**src/rtl/kpc_pkg.sv**
```systemverilog
// Package for the key press classifier: word types, register map and codes.
package kpc_pkg;

    typedef struct packed {
        logic kind;
        logic key_down;
    } kpc_item_t;

    typedef struct packed {
        logic short_press;
        logic long_press;
        logic wheel_move;
        logic keydown_send;
        logic keydown_port;
        logic led_off;
        logic window_open;
    } kpc_result_t;

    localparam logic KIND_TICK = 1'b0;
    localparam logic KIND_EDGE = 1'b1;

    localparam int unsigned ADDR_W = 5;
    localparam int unsigned DATA_W = 32;

    typedef enum logic [2:0] {
        REG_LINK_SELECT     = 3'd0,
        REG_LONG_HOLD_TICKS = 3'd1,
        REG_SHORT_MIN_TICKS = 3'd2,
        REG_UP_WINDOW_TICKS = 3'd3,
        REG_BLINK_DIV       = 3'd4
    } kpc_reg_t;

    localparam logic [7:0] LONG_HOLD_RST = 8'd200;
    localparam logic [7:0] SHORT_MIN_RST = 8'd5;
    localparam logic [7:0] UP_WINDOW_RST = 8'd50;
    localparam logic [7:0] BLINK_DIV_RST = 8'd5;
    localparam logic [7:0] COUNT_MAX     = 8'hFF;

endpackage

```
**src/rtl/key_press_classifier.sv**
```systemverilog
// Key press classifier: short/long press detection from ticks and press edges.
//
//   channel   direction  handshake              payload
//   item      in         item_valid/item_stall  kpc_item_t   (kind, key_down)
//   result    out        result_valid/result_stall kpc_result_t (7 flags)
//   config    in         APB psel/penable/pready  5 registers at 4*i
//
// One word per cycle while item_stall is low: state is updated as the word is taken and
// the result word is registered on the same edge.
// item_stall is high only while a result word waits and result_stall is high.
// rst_n clears all state; the LED level resets to 1 (off), registers to defaults.
module key_press_classifier (
    input  logic                        clk,
    input  logic                        rst_n,
    input  logic                        item_valid,
    output logic                        item_stall,
    input  kpc_pkg::kpc_item_t          item,
    output logic                        result_valid,
    input  logic                        result_stall,
    output kpc_pkg::kpc_result_t        result,
    input  logic                        psel,
    input  logic                        penable,
    input  logic                        pwrite,
    input  logic [kpc_pkg::ADDR_W-1:0]  paddr,
    input  logic [kpc_pkg::DATA_W-1:0]  pwdata,
    output logic [kpc_pkg::DATA_W-1:0]  prdata,
    output logic                        pready
);

    logic       link_sel_reg;
    logic [7:0] long_hold_reg;
    logic [7:0] short_min_reg;
    logic [7:0] up_window_reg;
    logic [7:0] blink_div_reg;

    logic       armed_reg,    armed_next;
    logic [7:0] hold_reg,     hold_next;
    logic       short_reg,    short_next;
    logic       long_reg,     long_next;
    logic       sent_reg,     sent_next;
    logic [7:0] blink_reg,    blink_next;
    logic       led_reg,      led_next;
    logic       wheel_reg,    wheel_next;
    logic       win_reg,      win_next;
    logic [7:0] win_cnt_reg,  win_cnt_next;
    logic       send;

    logic                 result_valid_reg;
    kpc_pkg::kpc_result_t result_reg;

    logic                 take;
    logic                 cfg_wr;
    kpc_pkg::kpc_reg_t    cfg_idx;

    assign pready       = 1'b1;
    assign cfg_wr       = psel && penable && pwrite;
    assign cfg_idx      = kpc_pkg::kpc_reg_t'(paddr[4:2]);
    assign item_stall   = result_valid_reg && result_stall;
    assign take         = item_valid && !item_stall;
    assign result_valid = result_valid_reg;
    assign result       = result_reg;

    always_comb
    begin
        prdata = '0;
        unique case (cfg_idx)
            kpc_pkg::REG_LINK_SELECT:     prdata[0]   = link_sel_reg;
            kpc_pkg::REG_LONG_HOLD_TICKS: prdata[7:0] = long_hold_reg;
            kpc_pkg::REG_SHORT_MIN_TICKS: prdata[7:0] = short_min_reg;
            kpc_pkg::REG_UP_WINDOW_TICKS: prdata[7:0] = up_window_reg;
            kpc_pkg::REG_BLINK_DIV:       prdata[7:0] = blink_div_reg;
            default:                      prdata = '0;
        endcase
    end

    always_comb
    begin
        armed_next   = armed_reg;
        hold_next    = hold_reg;
        short_next   = short_reg;
        long_next    = long_reg;
        sent_next    = sent_reg;
        blink_next   = blink_reg;
        led_next     = led_reg;
        wheel_next   = wheel_reg;
        win_next     = win_reg;
        win_cnt_next = win_cnt_reg;
        send         = 1'b0;

        if (item.kind == kpc_pkg::KIND_EDGE)
        begin
            armed_next = 1'b1;
        end
        else
        begin
            if (short_reg)
            begin
                wheel_next = 1'b1;
            end

            if (long_reg)
            begin
                blink_next = blink_reg + 8'd1;
                if (!sent_reg)
                begin
                    send      = 1'b1;
                    sent_next = 1'b1;
                end
                if (blink_next == blink_div_reg)
                begin
                    blink_next = 8'd0;
                    led_next   = !led_reg;
                end
            end

            if (armed_reg)
            begin
                armed_next = 1'b0;
                hold_next  = 8'd0;
                if (item.key_down)
                begin
                    if (hold_reg <= long_hold_reg && hold_reg != kpc_pkg::COUNT_MAX)
                    begin
                        armed_next = 1'b1;
                        hold_next  = hold_reg + 8'd1;
                    end
                    else
                    begin
                        short_next = 1'b0;
                        long_next  = 1'b1;
                        sent_next  = 1'b0;
                    end
                end
                else if (hold_reg > short_min_reg)
                begin
                    short_next = 1'b1;
                    long_next  = 1'b0;
                    win_next   = 1'b1;
                end
                else
                begin
                    short_next = 1'b0;
                    long_next  = 1'b0;
                end
            end

            if (win_next)
            begin
                if (win_cnt_reg == kpc_pkg::COUNT_MAX)
                begin
                    win_cnt_next = 8'd0;
                    win_next     = 1'b0;
                end
                else
                begin
                    win_cnt_next = win_cnt_reg + 8'd1;
                end
            end
            if (win_cnt_next > up_window_reg)
            begin
                win_cnt_next = 8'd0;
                win_next     = 1'b0;
            end
        end
    end

    always_ff @(posedge clk or negedge rst_n)
    begin
        if (!rst_n)
        begin
            link_sel_reg  <= 1'b0;
            long_hold_reg <= kpc_pkg::LONG_HOLD_RST;
            short_min_reg <= kpc_pkg::SHORT_MIN_RST;
            up_window_reg <= kpc_pkg::UP_WINDOW_RST;
            blink_div_reg <= kpc_pkg::BLINK_DIV_RST;
        end
        else if (cfg_wr)
        begin
            unique case (cfg_idx)
                kpc_pkg::REG_LINK_SELECT:     link_sel_reg  <= pwdata[0];
                kpc_pkg::REG_LONG_HOLD_TICKS: long_hold_reg <= pwdata[7:0];
                kpc_pkg::REG_SHORT_MIN_TICKS: short_min_reg <= pwdata[7:0];
                kpc_pkg::REG_UP_WINDOW_TICKS: up_window_reg <= pwdata[7:0];
                kpc_pkg::REG_BLINK_DIV:       blink_div_reg <= pwdata[7:0];
                default:                      ;
            endcase
        end
    end

    always_ff @(posedge clk or negedge rst_n)
    begin
        if (!rst_n)
        begin
            armed_reg        <= 1'b0;
            hold_reg         <= 8'd0;
            short_reg        <= 1'b0;
            long_reg         <= 1'b0;
            sent_reg         <= 1'b0;
            blink_reg        <= 8'd0;
            led_reg          <= 1'b1;
            wheel_reg        <= 1'b0;
            win_reg          <= 1'b0;
            win_cnt_reg      <= 8'd0;
            result_valid_reg <= 1'b0;
        end
        else
        begin
            if (take)
            begin
                armed_reg   <= armed_next;
                hold_reg    <= hold_next;
                short_reg   <= short_next;
                long_reg    <= long_next;
                sent_reg    <= sent_next;
                blink_reg   <= blink_next;
                led_reg     <= led_next;
                wheel_reg   <= wheel_next;
                win_reg     <= win_next;
                win_cnt_reg <= win_cnt_next;
            end
            if (take)
            begin
                result_valid_reg <= 1'b1;
            end
            else if (!result_stall)
            begin
                result_valid_reg <= 1'b0;
            end
        end
    end

    always_ff @(posedge clk)
    begin
        if (take)
        begin
            result_reg.short_press  <= short_next;
            result_reg.long_press   <= long_next;
            result_reg.wheel_move   <= wheel_next;
            result_reg.keydown_send <= send;
            result_reg.keydown_port <= link_sel_reg;
            result_reg.led_off      <= led_next;
            result_reg.window_open  <= win_next;
        end
    end

endmodule

```
**config.mk**
```make
export PLATFORM = sky130hd
export DESIGN_NAME = key_press_classifier
export DESIGN_NICKNAME = d
export VERILOG_FILES = /design/src/rtl/kpc_pkg.sv /design/src/rtl/key_press_classifier.sv
export SDC_FILE = /design/constraint.sdc
export NUM_CORES = 1
export LEC_CHECK = 0
export ABC_AREA = 0
export BUFFER_PORTS_ARGS = -buffer_cell sky130_fd_sc_hd__buf_2
export CORE_ASPECT_RATIO = 2
export CORE_MARGIN = 2
export CORE_UTILIZATION = 45
export DETAILED_ROUTE_END_ITERATION = 6
export GPL_ROUTABILITY_DRIVEN = 0
export GPL_TIMING_DRIVEN = 0
export PLACE_DENSITY = 0.67
export REMOVE_ABC_BUFFERS = 1
export SLEW_MARGIN = 20
export SYNTH_ARGS = -nofsm -noshare
export SYNTH_HDL_FRONTEND = slang
export SYNTH_SLANG_ARGS = --single-unit
```
**constraint.sdc**
```tcl
create_clock -name clk -period 5 [get_ports clk]
set_clock_uncertainty 0.15 [all_clocks]
set_input_delay 0.5 -clock clk [delete_from_list [all_inputs] [get_ports clk]]
set_output_delay 0.5 -clock clk [all_outputs]
set_load 0.05 [all_outputs]
```
==> impl_metrics.ini, run 1 <==
[finish]
drive_above_1_share_pct = 17.8
final_cell_mix = 54 x dfrtp_1, 50 x nand2_1, 35 x buf_2
fill_cells = 902
final_cells = 644
final_common_cell = dfrtp_1
synthToLayoutAreaGrowth_pct = 11.6
final_util_pct = 51.4
final_nets = 580
antenna_cells = 0

[timing]
clock.fmax_mhz = 220
min_period_ns = 4.54
slew_violations = 0
finalSetupTns_ns = 0
setup_ws_ns = 0.461
setup_violations = 0
max-slew-margin-rel_pct = 46.9
rsz0062_at_grt = no
period_share_pct = 90.8
max_slew.worst_pin.slew_ns = 0.793
hold_viol = 0

[clock_tree]
cts-resized-gates = 0
cts_inserted_buffers = 9
clockBufferDepth = 2
insertion_delay_ns = 0.33
h-tree-depth = 3
numClockSinks = 72
root_buffer = clkbuf_16
clkTransAtPathRegs_ns = 0.06
cts_tree = built

[worst_setup_path]
crit_chain = inv_1 -> ha_1 -> a21o_1 -> a21oi_1 -> nor4b_1 -> o21a_1 -> nor2_1 -> xor2_1 -> ha_1 -> nand4_1 -> nor2_1 -> a21oi_1 -> nor3_1 -> or4b_1 -> o211ai_1
crit_required_ns = 5.10
worst_path_dominant_cell_family = simple AND/OR/NAND/NOR gates
criticalPathCategory = reg2reg
cp_slowest_stage_delay_ns = 0.53
reg2reg_depth = 15
cp_num_cells = 15
cp.arrival_ns = 4.64
crit_fanout = 14
cp-start-kind = register
cp-end-kind = register
slowest_stage = nor4b_1
crit_buf_inv = 1

[global_routing]
grt_pass1_vias = 3618
antenna_found_initial = 0
grtUsageTotal_pct = 21.2
grt_max_degree = 45
grt_first_pass_wirelength_mm = 16.9
grt_overflow = 0

[yosys]
ys_seq_area_share_pct = 41.7
syn-instance-count = 468
ys.flop_type = dfrtp_1
async_flop_share_pct = 90.3
synth_edf_count = 7
synth.distinct_cells = 61
synth-seq-cells = 72
yosys_warnings = 0
syn_area_um2 = 4430
syn_area_per_cell_um2 = 9.47

[detailed_routing]
routed_wl_mm = 10.6
vias_per_cell = 5.54
routedWlPerCell_um = 16.5
firstDrtPassIters = 4
drt_iter0_markers = 262
antenna_left = 0
vias = 3566
drc_errors = 0

[placed_design]
io_buffers = 36
dpl.hpwl_mm = 8.38
dpl.cell_count = 627
dp_slack_ns = 0.526

[hold_path]
worstHoldPathCells = 2
hp-class = in2reg

[run]
maxCapViolCount = 0

[status]
status = complete, no violations

[floorplan]
fp.dieH_um = 144
fp-row-count = 51
dieArea_um2 = 10700
die_w_um = 74.2
initial_core_util_pct = 46.0
io_pins = 88
core_um2 = 9640

[power]
leakage_nw = 2.26
p_per_area_nw_per_um2 = 388
ir_drop_mv = 0.232
==> what timing repair did <==
| item | CTS | global route |
|---|---|---|
| endpoints found under the hold margin | 20 | 0 |
| buffers inserted | 0 | 0 |
| hold buffers | 1 | 0 |
==> through the flow <==
step	total power [mW]	cell area (um2)	hold slack (ns)
2_1_floorplan	1.19	4290	0.0544
3_3_place_gp	1.32	4640	0.289
3_5_place_dp	1.35	4680	0.266
4_1_cts	1.93	4950	0.210
5_1_grt	2.03	4950	0.224
6_report	1.92	4950	0.214
==> layout make-up <==
class                           instances  area [um2]  area share (%)
Clock inverter                          7        38.8           0.784
Tap cell                              132         165            3.34
Clock buffer                            9         225            4.55
Timing Repair Buffer                   39         220            4.45
Multi-Input combinational cell        352        2330            47.0
Inverter                               33         124            2.50
Sequential cell                        72        1850            37.4
==> report_power, final <==
| group | switching, mW | total (mW) | internal (mW) |
|---|---|---|---|
| Sequential | 0.0952 | 0.802 | 0.707 |
| Combinational | 0.345 | 0.548 | 0.202 |
| Clock | 0.242 | 0.572 | 0.330 |
==> cells in the mapped netlist (all sizes together) (7+ instances only) <==
| cell type | number | share of area, % |
|---|---|---|
| dfrtp | 54 | 30 |
| a21oi | 17 | 1.9 |
| buf | 28 | 4.6 |
| and3 | 7 | 0.99 |
| o21ai | 40 | 4.5 |
| inv | 33 | 2.8 |
| nor2 | 31 | 2.6 |
| edfxtp | 7 | 4.7 |
| dfstp | 11 | 6.5 |
| mux2 | 20 | 5.1 |
| o22ai | 8 | 1.1 |
| nor2b | 7 | 0.99 |
| nand3 | 14 | 1.6 |
| xnor2 | 12 | 2.4 |
| ha | 27 | 7.6 |
| nand2 | 50 | 4.2 |
| nor3 | 7 | 0.79 |
==> per-layer routing <==
metal	wire [um]	global-route usage [%]	vias to the layer above
met5	0	0	-
li1	-	-	1694
met1	3750	20.6	1746
met4	500	12.3	0
met3	356	3.69	32
met2	6010	39.8	94
==> worst reg2reg max path, delay by kind of cell, from the launching register on <==
kind,cells,cell delay [ns]
AO/OA/AOI/OAI,5,1.14
XOR/XNOR,1,0.17
adder cells (fa/ha/maj),2,0.65
buffers and inverters,1,0.09
flip-flops,1,0.38
AND/OR/NAND/NOR,6,1.90
==> logic make-up (layout without fill, tap and decap cells) <==
kind of cell	Yosys count	after routing	share of synthesized area [%]
compound gates	111	111	16.0
xor+xnor	18	18	3.56
fa+ha+maj	27	27	7.62
buf+inv	67	88	7.90
flops	72	72	41.7
mux	27	27	6.94
other cells	2	25	0.169
simple gates	144	144	16.1
==> final timing paths <==
| kind | from | end | slack (ns) |
|---|---|---|---|
| worst max-delay path | short_min_reg[6]$_DFFE_PN0P_ | win_cnt_reg[6]$_DFFE_PN0P_ | 0.46 |
| worst min-delay path | item_valid | result_valid$_DFFE_PN0P_ | 0.21 |
| worst max register to register | short_min_reg[6]$_DFFE_PN0P_ | win_cnt_reg[6]$_DFFE_PN0P_ | 0.46 |
| worst min register to register | wheel_reg$_DFFE_PN0P_ | wheel_reg$_DFFE_PN0P_ | 0.31 |
| max in group asynchronous | rst_n | led_reg$_DFFE_PN1P_ | 3.65 |
| min in group asynchronous | rst_n | long_hold_reg[5]$_DFFE_PN0P_ | 0.46 |
Power figures use the tool's default switching activity.
==> run 2: changes to the inputs <==
--- a/config.mk
+++ b/config.mk
@@ -16,3 +16,2 @@
 export PLACE_DENSITY = 0.67
-export REMOVE_ABC_BUFFERS = 1
 export SLEW_MARGIN = 20
==> constraint.sdc (replaced) <==
create_clock -name clk -period 5 [get_ports clk]
set_clock_uncertainty 0.15 [all_clocks]
set_input_delay 1.5 -clock clk [delete_from_list [all_inputs] [get_ports clk]]
set_output_delay 1.5 -clock clk [all_outputs]
set_load 0.05 [all_outputs]
==> impl_metrics.ini, run 2 (synthesized netlist as in run 1, its figures left out) <==
[detailed_routing]
antenna_left = 0
routedWlPerCell_um = 16.3
wl_met2_mm = 6.23
vias = 3675
drt_iter0_markers = 176
routed_wl_mm = 11.0
drc_errors = 0
route.met3.wl_um = 391
firstDrtPassIters = 4
met1_length_mm = 3.78
top_layer = met4
vias_per_cell = 5.44

[finish]
antenna_cells = 0
regArea_um2 = 1850
final_cell_mix = 54 x dfrtp_1, 50 x nand2_1, 35 x buf_2
final_nets = 611
final_common_cell = dfrtp_1
final_util_pct = 53.9
multiInputGateArea_um2 = 2320
synthToLayoutAreaGrowth_pct = 17.2
fill_cells = 888
drive_above_1_share_pct = 21.5

[clock_tree]
ctsHoldBuffers = 0
clkTransAtPathRegs_ns = 0.06
cts_tree = built
cts-resized-gates = 0
insertion_delay_ns = 0.33
clockBufferDepth = 2
cts_inserted_buffers = 9
root_buffer = clkbuf_16
h-tree-depth = 3
numClockSinks = 72
cts_setup_buffers = 0

[power]
power_frac_clock_pct = 31.8
internal_power_mw = 1.32
pwr-share-seq_pct = 40.4
leakage_nw = 2.43
ir_drop_mv = 0.204
p_total_mw = 2.00
p_per_area_nw_per_um2 = 385
combPwrFrac_pct = 27.8
switching_share_pct = 33.9
p_switching_uw = 678

[timing]
hold_viol = 0
period_share_pct = 93.9
whs_ns = 0.321
finalSetupTns_ns = 0
min_period_ns = 4.70
rsz0062_at_grt = no
clock.fmax_mhz = 213
slew_violations = 0
max_slew.worst_pin.slew_ns = 1.08
setup_violations = 0
setup_ws_ns = 0.305
max-slew-margin-rel_pct = 27.0

[hold_path]
hp-class = reg2reg
min-delay-start = wheel_reg$_DFFE_PN0P_

[worst_setup_path]
crit_required_ns = 3.35
cp-start-kind = primary input
reg2reg_from = hold_reg[6]$_DFFE_PN0P_
crit_fanout = 10
timing.rr.end = win_cnt_reg[6]$_DFFE_PN0P_
crit_path_start = paddr[2]
cp-endpoint = prdata[7]
cp.arrival_ns = 3.05
cp-end-kind = primary output
reg2reg_slack_ns = 0.70
criticalPathCategory = in2out
reg2reg_depth = 15

[placed_design]
dp_slack_ns = 0.303
io_buffers = 35
dpl.hpwl_mm = 8.77

[floorplan]
dieArea_um2 = 10700
fp-row-count = 51
initial_core_util_pct = 46.0
io_pins = 88
core_um2 = 9640
fp.dieH_um = 144
die_w_um = 74.2

[global_routing]
grt_first_pass_wirelength_mm = 17.4
grt_max_degree = 47
grt_pass1_vias = 3654
grt_overflow = 0
antenna_found_initial = 0
grtUsageTotal_pct = 21.9

[run]
maxCapViolCount = 0

[status]
status = complete, no violations
run 2: cell count changes in the layout (fill, tap and decap cells not counted), sizes merged:
cell and delta:
clkinv -4, clkinvlp -1, clkbuf +11, dlygate4sd3 -1, buf +26
run 2: per-layer routing:
metal | global-route usage [%] | vias up
met5 | 0 | -
met4 | 13.7 | 0
met1 | 21.0 | 1756
li1 | - | 1763
met3 | 3.62 | 36
met2 | 41.3 | 120
run 2: area by class of cell:
type,instances,area share [%]
Tap cell,132,3.18
Inverter,33,2.38
Multi-Input combinational cell,352,44.7
Sequential cell,72,35.6
Clock buffer,14,5.66
Clock inverter,2,0.193
Timing Repair Buffer,36,3.95
Buffer,34,4.36
run 2: worst min-delay path by stage:
| stage | to | slack [ns] | cells past startpoint |
|---|---|---|---|
| 4_1_cts | wheel_reg$_DFFE_PN0P_ | 0.32 | 1 |
| 2_1_floorplan | wheel_reg$_DFFE_PN0P_ | 0.28 | 1 |
| 5_1_grt | wheel_reg$_DFFE_PN0P_ | 0.35 | 1 |
| 3_5_place_dp | wheel_reg$_DFFE_PN0P_ | 0.31 | 1 |
| 6_report | wheel_reg$_DFFE_PN0P_ | 0.32 | 1 |
| 3_3_place_gp | wheel_reg$_DFFE_PN0P_ | 0.29 | 1 |
run 2: per-stage QoR:
step | instance area (um2) | cells
2_1_floorplan | 4520 | 491
3_3_place_gp | 4860 | 658
3_5_place_dp | 4890 | 659
4_1_cts | 5190 | 675
5_1_grt | 5190 | 675
6_report | 5190 | 675
run 2: critical path: stages:
cell and delay [ns]:
buf_2 0.13, buf_1 0.29, nor2b_1 0.45, a22oi_1 0.17, o22ai_1 0.19, buf_2 0.31
run 2: power by group through the flow:
| stage | Combinational (mW) | Clock [mW] | Sequential, mW |
|---|---|---|---|
| after floorplan | 0.414 | 0 | 0.800 |
| after global placement | 0.538 | 0 | 0.813 |
| after detailed placement | 0.558 | 0 | 0.818 |
| after CTS | 0.562 | 0.651 | 0.808 |
| after global routing | 0.620 | 0.678 | 0.821 |
| final | 0.556 | 0.637 | 0.809 |
==> run 3: changes to the inputs <==
CORE_UTILIZATION = 56   (was 45)
PLACE_DENSITY = 0.81   (was 0.67)
REMOVE_ABC_BUFFERS = 1   (was default)
==> impl_metrics.ini, run 3 (synthesized netlist as in run 1, its figures left out) <==
[floorplan]
core_um2 = 7830
fp-row-count = 46
die_w_um = 66.9
dieArea_um2 = 8690
initial_core_util_pct = 56.6
io_pins = 88
fp.dieH_um = 130

[placed_design]
dpl.hpwl_mm = 7.76
dpl.cell_count = 591
io_buffers = 36
dp_slack_ns = 0.325
placed_area_um2 = 4630

[clock_tree]
h-tree-depth = 3
clockBufferDepth = 2
root_buffer = clkbuf_16
clkTransAtPathRegs_ns = 0.05
ctsHoldBuffers = 0
numClockSinks = 72
cts_inserted_buffers = 9
insertion_delay_ns = 0.33
cts-resized-gates = 0
cts_tree = built
cts_setup_buffers = 0

[power]
internal_power_mw = 1.33
p_switching_uw = 681
pwr-share-seq_pct = 40.0
leakage_nw = 2.28
ir_drop_mv = 0.302
p_per_area_nw_per_um2 = 407
combPwrFrac_pct = 26.6
power_frac_clock_pct = 33.4
switching_share_pct = 33.8

[detailed_routing]
vias_per_cell = 5.87
routed_wl_mm = 10.4
drt_iter0_markers = 368
antenna_left = 0
firstDrtPassIters = 4
vias = 3565
routedWlPerCell_um = 17.2
drc_errors = 0

[finish]
drive_above_1_share_pct = 18.2
antenna_cells = 0
final_cells = 607
multiInputGateArea_um2 = 2330
final_common_cell = dfrtp_1
final_nets = 579
final_cell_mix = 54 x dfrtp_1, 50 x nand2_1, 36 x buf_2
regArea_um2 = 1850
synthToLayoutAreaGrowth_pct = 11.5
fill_cells = 666
final_cell_area_um2 = 4950

[timing]
period_share_pct = 94.5
min_period_ns = 4.72
rsz0062_at_grt = no
slew_violations = 0
whs_ns = 0.307
clock.fmax_mhz = 212
setup_violations = 0
hold_viol = 0
setup_ws_ns = 0.275
max_slew.worst_pin.slew_ns = 0.912
finalSetupTns_ns = 0
max-slew-margin-rel_pct = 39.0

[hold_path]
hp-class = reg2reg

[global_routing]
grtUsageTotal_pct = 26.3
grt_max_degree = 44
antenna_found_initial = 0
grt_pass1_vias = 3399
grt_overflow = 0
grt_first_pass_wirelength_mm = 17.1

[worst_setup_path]
crit_required_ns = 3.35
cp.arrival_ns = 3.07
cp-end-kind = primary output
crit_fanout = 15
cp-start-kind = primary input
criticalPathCategory = in2out

[run]
maxCapViolCount = 0

[status]
status = complete, no violations
[run 3: cell types whose count changed in the layout (fill, tap and decap cells not counted), sizes merged]
cell      change
clkinvlp      +1
buf          -26
clkbuf        -8
bufinv        +1
[run 3: layer usage]
metal	global-route usage (%)	up-vias	wire [um]
met1	32.9	1747	4190
met4	9.24	0	201
met3	5.17	16	477
met2	44.8	103	5540
li1	-	1699	-
met5	0	-	0
[run 3: power by group through the flow]
| stage | clock, mW | sequential [mW] | combinational, mW |
|---|---|---|---|
| after floorplan | 0 | 0.800 | 0.394 |
| after global placement | 0 | 0.807 | 0.514 |
| after detailed placement | 0 | 0.811 | 0.533 |
| after CTS | 0.677 | 0.803 | 0.538 |
| after global routing | 0.699 | 0.818 | 0.606 |
| final | 0.672 | 0.806 | 0.537 |
[run 3: layout make-up]
type,instances,share of cell area (%)
Multi-Input combinational cell,352,47.0
Tap cell,96,2.43
Inverter,33,2.50
Clock inverter,4,1.04
Sequential cell,72,37.4
Clock buffer,12,5.39
Timing Repair Buffer,38,4.20
[run 3: path summary, 6_finish.rpt]
path	start	endpoint	slack (ns)	cells past startpoint
max in group asynchronous	rst_n	up_window_reg[1]$_DFFE_PN1P_	3.20	2
hold reg to reg	wheel_reg$_DFFE_PN0P_	wheel_reg$_DFFE_PN0P_	0.31	1
setup / recovery	paddr[2]	prdata[1]	0.28	5
hold / removal	wheel_reg$_DFFE_PN0P_	wheel_reg$_DFFE_PN0P_	0.31	1
setup reg to reg	hold_reg[6]$_DFFE_PN0P_	win_cnt_reg[6]$_DFFE_PN0P_	0.64	14
min in group asynchronous	rst_n	link_sel_reg$_DFFE_PN0P_	0.91	1
[run 3: worst max-delay path, stage by stage]
cell and delay (ns):
buf_2 0.31, nor2b_1 0.54, a22oi_1 0.14, o22ai_1 0.26
buf_2 0.32
[run 3: through the flow]
step | utilization [%] | power (mW)
2_1_floorplan | - | 1.19
6_report | 63.2 | 2.01
4_1_cts | 63.2 | 2.02
5_1_grt | 63.2 | 2.12
3_3_place_gp | 58.7 | 1.32
3_5_place_dp | 59.1 | 1.34
